$ cat config.mk
export PLATFORM = sky130hd
export DESIGN_NAME = line_sensor_pd_steering_flat
export DESIGN_NICKNAME = d
export VERILOG_FILES = /design/src/rtl/lsps_pkg.sv /design/src/rtl/lsps_if.sv /design/src/rtl/lsps_cfg_regs.sv /design/src/rtl/lsps_position.sv /design/src/rtl/lsps_pd_mult.sv /design/src/rtl/lsps_steer_out.sv /design/src/rtl/line_sensor_pd_steering.sv /design/src/flat_wrapper.sv
export SDC_FILE = /design/constraint.sdc
export NUM_CORES = 2
export LEC_CHECK = 0
export BUFFER_PORTS_ARGS = -buffer_cell sky130_fd_sc_hd__buf_4
export CAP_MARGIN = 20
export CORE_ASPECT_RATIO = 2
export CORE_UTILIZATION = 26
export DETAILED_ROUTE_END_ITERATION = 8
export PLACE_DENSITY_LB_ADDON = 0.12
export SYNTH_ARGS = -nofsm -noshare
export SYNTH_HDL_FRONTEND = slang
export SYNTH_SLANG_ARGS = --single-unit
$ cat constraint.sdc
create_clock -name clk -period 28.4 [get_ports clk]
set_clock_uncertainty 0.05 [all_clocks]
set_input_delay 1.42 -clock clk [delete_from_list [all_inputs] [get_ports clk]]
set_output_delay 1.42 -clock clk [all_outputs]
set_load 0.02 [all_outputs]
$ cat src/rtl/lsps_pkg.sv
`default_nettype none

package lsps_pkg;

    // frame geometry
    localparam int SENSOR_COUNT = 8;
    localparam int SAMPLE_BITS  = 12;
    localparam int POS_SHIFT    = $clog2(SENSOR_COUNT);
    localparam int WSUM_BITS    =
        SAMPLE_BITS + $clog2((SENSOR_COUNT * (SENSOR_COUNT - 1)) / 2 + 1);
    localparam int POS_BITS     = WSUM_BITS - POS_SHIFT;

    // register widths
    localparam int GOAL_BITS      = 14;
    localparam int GAIN_BITS      = 16;
    localparam int PULSE_BITS     = 12;
    localparam int RPULSE_BITS    = 13;
    localparam int SWING_BITS     = 10;
    localparam int CFG_INDEX_BITS = 3;
    localparam int CFG_DATA_BITS  = 16;

    // arithmetic widths
    localparam int ERR_BITS   = 16;
    localparam int DIFF_BITS  = ERR_BITS + 1;
    localparam int FRAC_BITS  = 16;
    localparam int PROP_BITS  = GAIN_BITS + 1 + ERR_BITS;
    localparam int DERIV_BITS = GAIN_BITS + 1 + DIFF_BITS;
    localparam int ACC_BITS   = DERIV_BITS + 1;
    localparam int ADJ_BITS   = ACC_BITS - FRAC_BITS;
    localparam int SUM_BITS   = ADJ_BITS + 2;

    // register reset values
    localparam logic [GOAL_BITS-1:0]   GOAL_RESET   = 14'd2250;
    localparam logic [GAIN_BITS-1:0]   PROP_RESET   = 16'd1638;
    localparam logic [GAIN_BITS-1:0]   DERIV_RESET  = 16'd197;
    localparam logic [SAMPLE_BITS-1:0] THRESH_RESET = 12'd1000;
    localparam logic [SAMPLE_BITS-1:0] DARK_RESET   = 12'd2500;
    localparam logic [PULSE_BITS-1:0]  LBASE_RESET  = 12'd1520;
    localparam logic [PULSE_BITS-1:0]  RBASE_RESET  = 12'd1460;
    localparam logic [SWING_BITS-1:0]  SWING_RESET  = 10'd30;

    typedef enum logic [CFG_INDEX_BITS-1:0] {
        REG_GOAL_POSITION    = 3'd0,
        REG_PROP_GAIN        = 3'd1,
        REG_DERIV_GAIN       = 3'd2,
        REG_DARK_THRESHOLD   = 3'd3,
        REG_DARK_VALUE       = 3'd4,
        REG_LEFT_BASE_PULSE  = 3'd5,
        REG_RIGHT_BASE_PULSE = 3'd6,
        REG_PULSE_SWING      = 3'd7
    } cfg_index_t;

    typedef logic [SAMPLE_BITS-1:0] sample_t;
    typedef sample_t [SENSOR_COUNT-1:0] frame_t;

    typedef struct packed {
        logic [GOAL_BITS-1:0]   goal_position;
        logic [GAIN_BITS-1:0]   prop_gain;
        logic [GAIN_BITS-1:0]   deriv_gain;
        logic [SAMPLE_BITS-1:0] dark_threshold;
        logic [SAMPLE_BITS-1:0] dark_value;
        logic [PULSE_BITS-1:0]  left_base_pulse;
        logic [PULSE_BITS-1:0]  right_base_pulse;
        logic [SWING_BITS-1:0]  pulse_swing;
    } cfg_t;

    typedef struct packed {
        logic signed [ERR_BITS-1:0]  err;
        logic signed [DIFF_BITS-1:0] diff;
        logic                        dark;
    } pos_stage_t;

    typedef struct packed {
        logic signed [PROP_BITS-1:0]  prop;
        logic signed [DERIV_BITS-1:0] deriv;
        logic                         dark;
    } prod_stage_t;

    typedef struct packed {
        logic [PULSE_BITS-1:0]  left_pulse;
        logic [RPULSE_BITS-1:0] right_pulse;
        logic                   at_crossing;
    } result_t;

endpackage

`default_nettype wire

$ cat src/rtl/lsps_if.sv
`default_nettype none

// sensor frame channel
interface lsps_frame_if;
    logic                             valid;
    logic                             ready;
    logic [lsps_pkg::SAMPLE_BITS-1:0] sensor_0;
    logic [lsps_pkg::SAMPLE_BITS-1:0] sensor_1;
    logic [lsps_pkg::SAMPLE_BITS-1:0] sensor_2;
    logic [lsps_pkg::SAMPLE_BITS-1:0] sensor_3;
    logic [lsps_pkg::SAMPLE_BITS-1:0] sensor_4;
    logic [lsps_pkg::SAMPLE_BITS-1:0] sensor_5;
    logic [lsps_pkg::SAMPLE_BITS-1:0] sensor_6;
    logic [lsps_pkg::SAMPLE_BITS-1:0] sensor_7;

    modport source (
        output valid, sensor_0, sensor_1, sensor_2, sensor_3,
               sensor_4, sensor_5, sensor_6, sensor_7,
        input  ready
    );
    modport sink (
        input  valid, sensor_0, sensor_1, sensor_2, sensor_3,
               sensor_4, sensor_5, sensor_6, sensor_7,
        output ready
    );
endinterface

// wheel pulse channel
interface lsps_pulse_if;
    logic                             valid;
    logic                             ready;
    logic [lsps_pkg::PULSE_BITS-1:0]  left_pulse;
    logic [lsps_pkg::RPULSE_BITS-1:0] right_pulse;
    logic                             at_crossing;

    modport source (
        output valid, left_pulse, right_pulse, at_crossing,
        input  ready
    );
    modport sink (
        input  valid, left_pulse, right_pulse, at_crossing,
        output ready
    );
endinterface

`default_nettype wire

$ cat src/rtl/lsps_cfg_regs.sv
`default_nettype none

module lsps_cfg_regs (
    input  wire logic                                 clk,
    input  wire logic                                 rst_n,
    input  wire logic                                 cfg_we,
    input  wire logic [lsps_pkg::CFG_INDEX_BITS-1:0]  cfg_index,
    input  wire logic [lsps_pkg::CFG_DATA_BITS-1:0]   cfg_data,
    output lsps_pkg::cfg_t                            cfg
);

    lsps_pkg::cfg_t cfg_reg;
    lsps_pkg::cfg_t cfg_next;

    // register write decode
    always_comb
    begin
        cfg_next = cfg_reg;
        if (cfg_we)
        begin
            unique case (lsps_pkg::cfg_index_t'(cfg_index))
                lsps_pkg::REG_GOAL_POSITION:
                    cfg_next.goal_position = cfg_data[lsps_pkg::GOAL_BITS-1:0];
                lsps_pkg::REG_PROP_GAIN:
                    cfg_next.prop_gain = cfg_data[lsps_pkg::GAIN_BITS-1:0];
                lsps_pkg::REG_DERIV_GAIN:
                    cfg_next.deriv_gain = cfg_data[lsps_pkg::GAIN_BITS-1:0];
                lsps_pkg::REG_DARK_THRESHOLD:
                    cfg_next.dark_threshold = cfg_data[lsps_pkg::SAMPLE_BITS-1:0];
                lsps_pkg::REG_DARK_VALUE:
                    cfg_next.dark_value = cfg_data[lsps_pkg::SAMPLE_BITS-1:0];
                lsps_pkg::REG_LEFT_BASE_PULSE:
                    cfg_next.left_base_pulse = cfg_data[lsps_pkg::PULSE_BITS-1:0];
                lsps_pkg::REG_RIGHT_BASE_PULSE:
                    cfg_next.right_base_pulse = cfg_data[lsps_pkg::PULSE_BITS-1:0];
                lsps_pkg::REG_PULSE_SWING:
                    cfg_next.pulse_swing = cfg_data[lsps_pkg::SWING_BITS-1:0];
                default:
                    cfg_next = cfg_reg;
            endcase
        end
    end

    // register storage
    always_ff @(posedge clk or negedge rst_n)
    begin
        if (!rst_n)
        begin
            cfg_reg.goal_position    <= lsps_pkg::GOAL_RESET;
            cfg_reg.prop_gain        <= lsps_pkg::PROP_RESET;
            cfg_reg.deriv_gain       <= lsps_pkg::DERIV_RESET;
            cfg_reg.dark_threshold   <= lsps_pkg::THRESH_RESET;
            cfg_reg.dark_value       <= lsps_pkg::DARK_RESET;
            cfg_reg.left_base_pulse  <= lsps_pkg::LBASE_RESET;
            cfg_reg.right_base_pulse <= lsps_pkg::RBASE_RESET;
            cfg_reg.pulse_swing      <= lsps_pkg::SWING_RESET;
        end
        else
        begin
            cfg_reg <= cfg_next;
        end
    end

    assign cfg = cfg_reg;

endmodule

`default_nettype wire

$ cat src/rtl/lsps_position.sv
`default_nettype none

module lsps_position (
    input  wire logic           clk,
    input  wire logic           rst_n,
    input  wire logic           advance,
    input  wire logic           in_valid,
    input  wire lsps_pkg::frame_t frame,
    input  wire lsps_pkg::cfg_t cfg,
    output logic                out_valid,
    output lsps_pkg::pos_stage_t stage
);

    lsps_pkg::frame_t                        frame_reg;
    logic                                    a_valid_reg;
    lsps_pkg::pos_stage_t                    stage_reg;
    lsps_pkg::pos_stage_t                    stage_next;
    logic                                    b_valid_reg;
    logic signed [lsps_pkg::ERR_BITS-1:0]    prev_err_reg;
    logic signed [lsps_pkg::ERR_BITS-1:0]    prev_err_next;

    lsps_pkg::frame_t                        subst;
    logic [lsps_pkg::WSUM_BITS-1:0]          weighted;
    logic [lsps_pkg::POS_BITS-1:0]           position;
    logic                                    all_dark;

    // input register
    always_ff @(posedge clk)
    begin
        if (advance)
        begin
            frame_reg <= frame;
        end
    end

    // dark substitution and index-weighted sum
    always_comb
    begin
        weighted = '0;
        all_dark = 1'b1;
        for (int i = 0; i < lsps_pkg::SENSOR_COUNT; i++)
        begin
            subst[i] = (frame_reg[i] > cfg.dark_threshold) ? cfg.dark_value : frame_reg[i];
            if (subst[i] != cfg.dark_value)
            begin
                all_dark = 1'b0;
            end
            weighted = weighted + lsps_pkg::WSUM_BITS'(subst[i])
                                * lsps_pkg::WSUM_BITS'(i);
        end
    end

    // position is the weighted sum over the sensor count
    assign position = weighted[lsps_pkg::WSUM_BITS-1:lsps_pkg::POS_SHIFT];

    // error against the goal and its change since the last frame
    always_comb
    begin
        stage_next.err  = $signed(lsps_pkg::ERR_BITS'(cfg.goal_position))
                        - $signed(lsps_pkg::ERR_BITS'(position));
        stage_next.diff = $signed({stage_next.err[lsps_pkg::ERR_BITS-1], stage_next.err})
                        - $signed({prev_err_reg[lsps_pkg::ERR_BITS-1], prev_err_reg});
        stage_next.dark = all_dark;
        prev_err_next   = (advance && a_valid_reg) ? stage_next.err : prev_err_reg;
    end

    // error stage payload
    always_ff @(posedge clk)
    begin
        if (advance && a_valid_reg)
        begin
            stage_reg <= stage_next;
        end
    end

    // stage valids and last error
    always_ff @(posedge clk or negedge rst_n)
    begin
        if (!rst_n)
        begin
            a_valid_reg  <= 1'b0;
            b_valid_reg  <= 1'b0;
            prev_err_reg <= '0;
        end
        else
        begin
            prev_err_reg <= prev_err_next;
            if (advance)
            begin
                a_valid_reg <= in_valid;
                b_valid_reg <= a_valid_reg;
            end
        end
    end

    assign out_valid = b_valid_reg;
    assign stage     = stage_reg;

endmodule

`default_nettype wire

$ cat src/rtl/lsps_pd_mult.sv
`default_nettype none

module lsps_pd_mult (
    input  wire logic                 clk,
    input  wire logic                 rst_n,
    input  wire logic                 advance,
    input  wire logic                 in_valid,
    input  wire lsps_pkg::pos_stage_t stage_in,
    input  wire lsps_pkg::cfg_t       cfg,
    output logic                      out_valid,
    output lsps_pkg::prod_stage_t     stage_out
);

    lsps_pkg::prod_stage_t prod_reg;
    lsps_pkg::prod_stage_t prod_next;
    logic                  valid_reg;

    // proportional and derivative products, gains are unsigned q0.16
    always_comb
    begin
        prod_next.prop  = lsps_pkg::PROP_BITS'($signed({1'b0, cfg.prop_gain}))
                        * lsps_pkg::PROP_BITS'(stage_in.err);
        prod_next.deriv = lsps_pkg::DERIV_BITS'($signed({1'b0, cfg.deriv_gain}))
                        * lsps_pkg::DERIV_BITS'(stage_in.diff);
        prod_next.dark  = stage_in.dark;
    end

    // product stage payload
    always_ff @(posedge clk)
    begin
        if (advance && in_valid)
        begin
            prod_reg <= prod_next;
        end
    end

    // product stage valid
    always_ff @(posedge clk or negedge rst_n)
    begin
        if (!rst_n)
        begin
            valid_reg <= 1'b0;
        end
        else if (advance)
        begin
            valid_reg <= in_valid;
        end
    end

    assign out_valid = valid_reg;
    assign stage_out = prod_reg;

endmodule

`default_nettype wire

$ cat src/rtl/lsps_steer_out.sv
`default_nettype none

module lsps_steer_out (
    input  wire logic                  clk,
    input  wire logic                  rst_n,
    input  wire logic                  advance,
    input  wire logic                  in_valid,
    input  wire lsps_pkg::prod_stage_t stage_in,
    input  wire lsps_pkg::cfg_t        cfg,
    output logic                       out_valid,
    output lsps_pkg::result_t          result
);

    localparam int SB = lsps_pkg::SUM_BITS;

    logic signed [lsps_pkg::ACC_BITS-1:0] acc;
    logic signed [lsps_pkg::ADJ_BITS-1:0] adj_floor;
    logic signed [lsps_pkg::ADJ_BITS-1:0] adj;
    logic signed [SB-1:0]                 lb_s;
    logic signed [SB-1:0]                 rb_s;
    logic signed [SB-1:0]                 llo;
    logic signed [SB-1:0]                 rhi;
    logic signed [SB-1:0]                 left_sum;
    logic signed [SB-1:0]                 right_sum;
    logic signed [SB-1:0]                 left_clamped;
    logic signed [SB-1:0]                 right_clamped;
    lsps_pkg::result_t                    res_reg;
    lsps_pkg::result_t                    res_next;
    logic                                 valid_reg;
    logic                                 valid_next;

    // pd sum, scaled down by 2^16 with truncation toward zero
    always_comb
    begin
        acc       = lsps_pkg::ACC_BITS'(stage_in.prop) + lsps_pkg::ACC_BITS'(stage_in.deriv);
        adj_floor = acc[lsps_pkg::ACC_BITS-1:lsps_pkg::FRAC_BITS];
        if (acc[lsps_pkg::ACC_BITS-1] && (acc[lsps_pkg::FRAC_BITS-1:0] != '0))
        begin
            adj = adj_floor + lsps_pkg::ADJ_BITS'(1);
        end
        else
        begin
            adj = adj_floor;
        end
    end

    // window limits, left window floored at zero
    always_comb
    begin
        lb_s = $signed(SB'(cfg.left_base_pulse));
        rb_s = $signed(SB'(cfg.right_base_pulse));
        llo  = lb_s - $signed(SB'(cfg.pulse_swing));
        if (llo < 0)
        begin
            llo = '0;
        end
        rhi       = rb_s + $signed(SB'(cfg.pulse_swing));
        left_sum  = lb_s + SB'(adj);
        right_sum = rb_s + SB'(adj);
    end

    // clamp both wheels, crossing takes the base pulses
    always_comb
    begin
        if (left_sum < llo)
        begin
            left_clamped = llo;
        end
        else if (left_sum > lb_s)
        begin
            left_clamped = lb_s;
        end
        else
        begin
            left_clamped = left_sum;
        end

        if (right_sum < rb_s)
        begin
            right_clamped = rb_s;
        end
        else if (right_sum > rhi)
        begin
            right_clamped = rhi;
        end
        else
        begin
            right_clamped = right_sum;
        end

        if (stage_in.dark)
        begin
            res_next.left_pulse  = cfg.left_base_pulse;
            res_next.right_pulse = lsps_pkg::RPULSE_BITS'(cfg.right_base_pulse);
        end
        else
        begin
            res_next.left_pulse  = left_clamped[lsps_pkg::PULSE_BITS-1:0];
            res_next.right_pulse = right_clamped[lsps_pkg::RPULSE_BITS-1:0];
        end
        res_next.at_crossing = stage_in.dark;
        valid_next = advance ? in_valid : valid_reg;
    end

    // output register payload
    always_ff @(posedge clk)
    begin
        if (advance && in_valid)
        begin
            res_reg <= res_next;
        end
    end

    // output register valid
    always_ff @(posedge clk or negedge rst_n)
    begin
        if (!rst_n)
        begin
            valid_reg <= 1'b0;
        end
        else
        begin
            valid_reg <= valid_next;
        end
    end

    assign out_valid = valid_reg;
    assign result    = res_reg;

endmodule

`default_nettype wire

$ cat src/rtl/line_sensor_pd_steering.sv
// throughput: one frame per cycle; four register stages (input, error, products,
// output) advance together and hold only while the output transfer is stalled
// reset: rst_n clears all stage valids and the last error, registers take defaults
`default_nettype none

module line_sensor_pd_steering (
    input  wire logic                                clk,
    input  wire logic                                rst_n,
    lsps_frame_if.sink                               sensors,
    lsps_pulse_if.source                             pulses,
    input  wire logic                                cfg_we,
    input  wire logic [lsps_pkg::CFG_INDEX_BITS-1:0] cfg_index,
    input  wire logic [lsps_pkg::CFG_DATA_BITS-1:0]  cfg_data
);

    lsps_pkg::cfg_t        cfg;
    lsps_pkg::frame_t      frame;
    lsps_pkg::pos_stage_t  pos_stage;
    lsps_pkg::prod_stage_t prod_stage;
    lsps_pkg::result_t     result;
    logic                  advance;
    logic                  pos_valid;
    logic                  prod_valid;
    logic                  out_valid;

    // whole pipeline moves unless a result waits on a stalled sink
    assign advance       = !out_valid || pulses.ready;
    assign sensors.ready = advance;

    // gather the frame
    assign frame[0] = sensors.sensor_0;
    assign frame[1] = sensors.sensor_1;
    assign frame[2] = sensors.sensor_2;
    assign frame[3] = sensors.sensor_3;
    assign frame[4] = sensors.sensor_4;
    assign frame[5] = sensors.sensor_5;
    assign frame[6] = sensors.sensor_6;
    assign frame[7] = sensors.sensor_7;

    lsps_cfg_regs u_cfg_regs (
        .clk       (clk),
        .rst_n     (rst_n),
        .cfg_we    (cfg_we),
        .cfg_index (cfg_index),
        .cfg_data  (cfg_data),
        .cfg       (cfg)
    );

    lsps_position u_position (
        .clk       (clk),
        .rst_n     (rst_n),
        .advance   (advance),
        .in_valid  (sensors.valid),
        .frame     (frame),
        .cfg       (cfg),
        .out_valid (pos_valid),
        .stage     (pos_stage)
    );

    lsps_pd_mult u_pd_mult (
        .clk       (clk),
        .rst_n     (rst_n),
        .advance   (advance),
        .in_valid  (pos_valid),
        .stage_in  (pos_stage),
        .cfg       (cfg),
        .out_valid (prod_valid),
        .stage_out (prod_stage)
    );

    lsps_steer_out u_steer_out (
        .clk       (clk),
        .rst_n     (rst_n),
        .advance   (advance),
        .in_valid  (prod_valid),
        .stage_in  (prod_stage),
        .cfg       (cfg),
        .out_valid (out_valid),
        .result    (result)
    );

    // result channel
    assign pulses.valid       = out_valid;
    assign pulses.left_pulse  = result.left_pulse;
    assign pulses.right_pulse = result.right_pulse;
    assign pulses.at_crossing = result.at_crossing;

`ifndef SYNTHESIS
    // a crossing drives both wheels at their base pulses
    a_crossing_base: assert property (@(posedge clk) disable iff (!rst_n)
        pulses.valid && pulses.at_crossing |->
            pulses.left_pulse == cfg.left_base_pulse &&
            pulses.right_pulse == lsps_pkg::RPULSE_BITS'(cfg.right_base_pulse))
        else $error("crossing result not at base pulses");

    // steering results stay inside the right window
    a_right_window: assert property (@(posedge clk) disable iff (!rst_n)
        pulses.valid && !pulses.at_crossing |->
            pulses.right_pulse >= lsps_pkg::RPULSE_BITS'(cfg.right_base_pulse) &&
            pulses.right_pulse <= lsps_pkg::RPULSE_BITS'(cfg.right_base_pulse)
                                + lsps_pkg::RPULSE_BITS'(cfg.pulse_swing))
        else $error("right pulse outside its window");

    // steering results stay inside the left window
    a_left_window: assert property (@(posedge clk) disable iff (!rst_n)
        pulses.valid && !pulses.at_crossing |->
            pulses.left_pulse <= cfg.left_base_pulse &&
            (lsps_pkg::PULSE_BITS'(cfg.pulse_swing) > cfg.left_base_pulse ||
             pulses.left_pulse >= cfg.left_base_pulse
                                - lsps_pkg::PULSE_BITS'(cfg.pulse_swing)))
        else $error("left pulse outside its window");
`endif

endmodule

`default_nettype wire

$ cat src/flat_wrapper.sv
// flat-port wrapper written by rule: the top's interface ports become plain ports
module line_sensor_pd_steering_flat 
  (clk, rst_n, cfg_we, cfg_index, cfg_data, sensors_valid, sensors_sensor_0, sensors_sensor_1, sensors_sensor_2, sensors_sensor_3, sensors_sensor_4, sensors_sensor_5, sensors_sensor_6, sensors_sensor_7, sensors_ready, pulses_valid, pulses_left_pulse, pulses_right_pulse, pulses_at_crossing, pulses_ready);
  lsps_frame_if sensors_i ();
  lsps_pulse_if pulses_i ();
  input  wire logic clk;
  input  wire logic rst_n;
  input  wire logic cfg_we;
  input  wire logic [lsps_pkg::CFG_INDEX_BITS-1:0] cfg_index;
  input  wire logic [lsps_pkg::CFG_DATA_BITS-1:0] cfg_data;
  input wire logic [$bits(sensors_i.valid)-1:0] sensors_valid;
  input wire logic [$bits(sensors_i.sensor_0)-1:0] sensors_sensor_0;
  input wire logic [$bits(sensors_i.sensor_1)-1:0] sensors_sensor_1;
  input wire logic [$bits(sensors_i.sensor_2)-1:0] sensors_sensor_2;
  input wire logic [$bits(sensors_i.sensor_3)-1:0] sensors_sensor_3;
  input wire logic [$bits(sensors_i.sensor_4)-1:0] sensors_sensor_4;
  input wire logic [$bits(sensors_i.sensor_5)-1:0] sensors_sensor_5;
  input wire logic [$bits(sensors_i.sensor_6)-1:0] sensors_sensor_6;
  input wire logic [$bits(sensors_i.sensor_7)-1:0] sensors_sensor_7;
  output wire logic [$bits(sensors_i.ready)-1:0] sensors_ready;
  output wire logic [$bits(pulses_i.valid)-1:0] pulses_valid;
  output wire logic [$bits(pulses_i.left_pulse)-1:0] pulses_left_pulse;
  output wire logic [$bits(pulses_i.right_pulse)-1:0] pulses_right_pulse;
  output wire logic [$bits(pulses_i.at_crossing)-1:0] pulses_at_crossing;
  input wire logic [$bits(pulses_i.ready)-1:0] pulses_ready;
  assign sensors_i.valid = sensors_valid;
  assign sensors_i.sensor_0 = sensors_sensor_0;
  assign sensors_i.sensor_1 = sensors_sensor_1;
  assign sensors_i.sensor_2 = sensors_sensor_2;
  assign sensors_i.sensor_3 = sensors_sensor_3;
  assign sensors_i.sensor_4 = sensors_sensor_4;
  assign sensors_i.sensor_5 = sensors_sensor_5;
  assign sensors_i.sensor_6 = sensors_sensor_6;
  assign sensors_i.sensor_7 = sensors_sensor_7;
  assign sensors_ready = sensors_i.ready;
  assign pulses_valid = pulses_i.valid;
  assign pulses_left_pulse = pulses_i.left_pulse;
  assign pulses_right_pulse = pulses_i.right_pulse;
  assign pulses_at_crossing = pulses_i.at_crossing;
  assign pulses_i.ready = pulses_ready;
  line_sensor_pd_steering u_core (.clk(clk), .rst_n(rst_n), .sensors(sensors_i), .pulses(pulses_i), .cfg_we(cfg_we), .cfg_index(cfg_index), .cfg_data(cfg_data));
endmodule
-- Yosys cells after proc, flatten, opt, wreduce, memory -nomap -nowiden
Cells that the tools add are included.
- multipliers: 6
- equality and inequality tests: 15
- multiplexer cells: 16
- order comparisons: 13
- $add $sub $neg: 14
- reductions and logical operators: 18
- operator list (kind ; count):
    $mux W12 ; 10
    $gt A12 B12 Y1 ; 8
    $ne A12 B12 Y1 ; 8
    $add A13 B19 Y20 ; 2
    $add A33 B34 Y35 ; 1
    $add A17 B15 Y17 ; 2
    $mul A17 B17 Y34 ; 1
    $mul A17 B15 Y32 ; 1
    $mul A12 B3 Y15 const B ; 2
    $mul A12 B2 Y14 const B ; 2
    $mux W13 ; 2
    $mux W25 ; 1
    $lt A20 B21 Y1 ; 1
    $mux W21 ; 1
    $gt A20 B13 Y1 ; 1
    $gt A20 B14 Y1 ; 1
    $lt A20 B13 Y1 ; 1
    $add A19 B2 Y19 const B ; 1
    $mux W19 ; 1
    $add A16 B15 Y17 ; 1
    $add A15 B14 Y16 ; 1
    $reduce_and A2 Y1 ; 8
    $reduce_bool A16 Y1 ; 1
    $sub A15 B15 Y16 ; 1
    other kinds (16) ; 23
- word-level logic and storage cells: 113
- flip-flop bits (word level): 346

-- Depth between registers and ports, before layout
- word-level depth: 10
- mapped depth: 49
- depth with buffers taken out: 48

-- Modules after synthesis
A second synthesis with hierarchy kept.
- cell total of the unflattened synthesis: 4839
- area total of the unflattened synthesis: 46668.5 um^2
- by module, submodules not included (module ; cells an instance ; area each (um^2) ; sequential area each (um^2) ; times used):
    lsps_pd_mult ; 2213 ; 20614.8 ; 2067.0 ; 1
    lsps_position ; 1419 ; 14447.6 ; 4269.1 ; 1
    lsps_steer_out ; 981 ; 7593.5 ; 805.8 ; 1
    lsps_cfg_regs ; 225 ; 4006.3 ; 2655.0 ; 1
    line_sensor_pd_steering ; 1 ; 6.3 ; 0.0 ; 1

-- Worst setup path after synthesis
No wires, ideal clock.
- kind: register -> register
- from: reg u_core.u_cfg_regs.cfg_reg, in the netlist u_core.u_cfg_regs.cfg[51]
- to: reg u_core.u_position.stage_reg, in the netlist u_core.u_position.stage[14], data pin
- cell stages (with the launch flop): 49
- slack: 18324 ps
- required time: 28091 ps
- path buffers: 1
- period minus slack after synthesis: 10076 ps
- data arrival time: 9767 ps
- cells stage by stage: dfstp_2 -> inv_1 -> ha_1 -> a21o_1 -> a21o_1 -> a21o_1 -> a21o_1 -> a21o_1 -> a21o_1 -> a221oi_1 -> nor2_1 -> clkbuf_1 -> nand2_1 -> o21ai_0 -> ha_1 -> ha_1 -> nor3_1 -> a21oi_1 -> [13 not listed] -> nor2b_1 -> nor2_1 -> nor2_1 -> or3_1 -> nand2_1 -> ha_1 -> a21boi_0 -> nor2_1 -> ha_1 -> a21boi_0 -> o21ai_0 -> nand2_1 -> and2_1 -> o21ai_0 -> nand2_1 -> a21o_1 -> a21oi_1 -> xnor2_1
- RTL lines (what ; line ; source):
    start, declared ; lsps_cfg_regs.sv:12 ; lsps_pkg::cfg_t cfg_reg;
    start signal, assigned ; lsps_cfg_regs.sv:60 ; cfg_reg <= cfg_next;
    end signal, assigned ; lsps_position.sv:72 ; stage_reg <= stage_next;
    end, declared ; lsps_position.sv:16 ; lsps_pkg::pos_stage_t stage_reg;

==> results.sh <==
export IMPL_status="complete, no violations"
export IMPL_clk_root_buffer_cell="clkbuf_16"
export IMPL_cts_inserted_buffers=41
export IMPL_wl_um=170000
export IMPL_synth_flop_cell="edfxtp_1"
export IMPL_place_hpwl_um=142000
export IMPL_maxCapViolCount=0
export IMPL_postCtsHoldBufs=0
export IMPL_drcViolationCount=0
export IMPL_drtIter0Drc=1379
export IMPL_seq_area_frac_synth=0.224
export IMPL_min_period_over_period=0.411
export IMPL_postPlaceCellArea_mm2=0.0475
export IMPL_grt_total_usage=0.202
export IMPL_cts_resized=0
export IMPL_start_kind="flop"
export IMPL_relSlewSlack=0.162
export IMPL_avgSynthCellArea_um2=9.76
export IMPL_vias=32600
export IMPL_setup_viol=0
export IMPL_final_hold_viol_count=0
export IMPL_post_cts_buffers=0
export IMPL_crit_slowest_cell="o21ai_0"
export IMPL_antenna_found_initial=12
export IMPL_syn_num_nets=5635
export IMPL_port_buffer_count=147
export IMPL_cts_htree_levels=2
export IMPL_yosysUniqueCellTypes=90
export IMPL_ys_ff_latch=344
export IMPL_grt_overflow=0
export IMPL_dp_cells=6708
export IMPL_rsz0062_at_grt="no"
export IMPL_top_layer_used="met5"
export IMPL_die_w_um=292
export IMPL_viasPerCell=4.80
export IMPL_dr_pass1_iters=6
export IMPL_setup_tns_ns=0
export IMPL_num_rows=212
export IMPL_slowest_delay_ns=0.68
export IMPL_cts_num_sinks=344
export IMPL_tightest_slew_ns=1.24
export IMPL_routedWlPerCell_um=25.0
export IMPL_synth_edf_count=221
export IMPL_first_global_vias=36300
export IMPL_worstPathMaxFanout=18
export IMPL_timing_hold_ws_ns=0.443
export IMPL_tritoncts="yes"
export IMPL_drive_above_1_share=0.105
export IMPL_final_area_mm2=0.0490
export IMPL_met1_length_um=50500
export IMPL_min_delay_path_depth=1
export IMPL_synth_warnings=0
export IMPL_largest_reg_flops=104
export IMPL_gp_congestion=1.08
export IMPL_grt_pass1_wl_um=245000
export IMPL_hold_path_class="flop to flop"
export IMPL_finalCriticalPeriod_ns=11.66
export IMPL_crit_required_ns=28.81
export IMPL_pin_count=148
export IMPL_antenna_left=0
export IMPL_postSynthCellCount=4475
export IMPL_core_mm2=0.167
export IMPL_die_area_mm2=0.170
export IMPL_critPathCaptureType="flop"
export IMPL_area_growth_pct=12.2
export IMPL_netlist_area_mm2=0.0437
export IMPL_worstSetupPathType="flop to flop"
export IMPL_die_h_um=582
export IMPL_fillers=17500
export IMPL_clk_latency_ns=0.65
export IMPL_cts_buffer_depth=3
export IMPL_fin_cells=6787
export IMPL_reg2reg_depth=46
export IMPL_cp_arrival_ns=12.07
export IMPL_route_met3_wl_um=4320
export IMPL_wl_met2_um=100000
export IMPL_grt_max_degree=74
export IMPL_finalMaxSlewViolations=0
export IMPL_clkTransAtPathRegs_ns=0.07
export IMPL_async_flop_share=0.358
export IMPL_initial_core_util=0.262
export IMPL_fin_nets=5771
export IMPL_fmax_mhz=85.7
==> worst max-delay path, delay by kind of cell, from the launching register on <==
family | cells | cell delay, ns
AOI/OAI and AO/OA | 22 | 4.67
xor gates and xnor gates | 1 | 0.21
adders and majority gates | 11 | 4.50
buffers and inverters | 5 | 0.58
DFF | 1 | 0.53
and+or+nand+nor | 7 | 0.90
==> placed cells by master (no fill, tap or decap), types with 19 or more instances in the layout <==
cell | Yosys | layout
o22ai_1 | 19 | 19
dfstp_2 | 42 | 42
inv_1 | 766 | 766
and2_1 | 214 | 213
nand3_1 | 34 | 34
fa_1 | 501 | 501
a21oi_1 | 174 | 173
nor2b_1 | 54 | 54
o21a_1 | 34 | 34
mux2i_1 | 46 | 46
a21o_1 | 81 | 81
nand2b_1 | 64 | 63
nor2_1 | 145 | 145
dfrtp_1 | 81 | 81
nand2_1 | 444 | 444
edfxtp_1 | 221 | 221
clkbuf_16 | 0 | 43
o21ai_0 | 165 | 164
buf_4 | 1 | 216
mux2_2 | 127 | 127
nand4_1 | 42 | 42
ha_1 | 539 | 539
nor3_1 | 55 | 53
xnor2_1 | 140 | 140
o21bai_1 | 38 | 38
xor2_1 | 41 | 41
==> Yosys cell counts, drive strengths merged (81+ instances only) <==
cell | number | share of area
a21o | 81 | 0.014
a21oi | 174 | 0.020
and2 | 214 | 0.031
clkbuf | 116 | 0.010
dfrtp | 81 | 0.046
edfxtp | 221 | 0.15
fa | 501 | 0.23
ha | 539 | 0.15
inv | 766 | 0.066
mux2 | 127 | 0.033
nand2 | 444 | 0.038
nor2 | 145 | 0.012
o21ai | 167 | 0.019
xnor2 | 140 | 0.028
==> stage by stage <==
stage	utilization	setup WS [ns]
floorplan	-	18.32
global placement	0.285	16.79
detailed placement	0.285	16.75
CTS	0.293	16.64
global route	0.294	15.84
finish	0.294	16.74
==> cells by family after synthesis <==
logic type,share of synthesized area
muxes,0.0433
DFF,0.224
xor gates and xnor gates,0.0363
buffers and inverters,0.0768
and+or+nand+nor,0.129
adders and majority gates,0.384
AOI/OAI and AO/OA,0.107
==> final cells by class <==
class	instances	area [um^2]	share of cell area
clock buffers	58	1190	0.0242
well taps	2140	2680	0.0547
repair buffers	217	1630	0.0333
diodes	4	10.0	0.000204
clock inverters	17	230	0.00470
multi-input cells	3239	30600	0.625
inverters	768	2880	0.0589
flip-flops and latches	344	9770	0.199
==> per-layer routing <==
metal / track usage / vias up
met3: 0.0196 / 387
met1: 0.167 / 16300
met2: 0.426 / 705
met4: 0.145 / 2
li1: - / 15100
met5: 0 / -
==> final timing paths <==
path	from	end	slack, ns
setup / recovery	u_core.u_cfg_regs.cfg[51]	u_core.u_position.stage[16]	16.74
hold / removal	u_core.u_pd_mult.out_valid	u_core.u_steer_out.out_valid	0.44
setup reg to reg	u_core.u_cfg_regs.cfg[51]	u_core.u_position.stage[16]	16.74
hold reg to reg	u_core.u_pd_mult.out_valid	u_core.u_steer_out.out_valid	0.44
max in group asynchronous	rst_n	u_core.u_position.prev_err_reg[6]	26.18
min in group asynchronous	rst_n	u_core.u_cfg_regs.cfg[33]	0.77
Power is left out: the tool's default activity adds up to more than one toggle a clock period on the data nets, which glitch-free logic cannot reach.
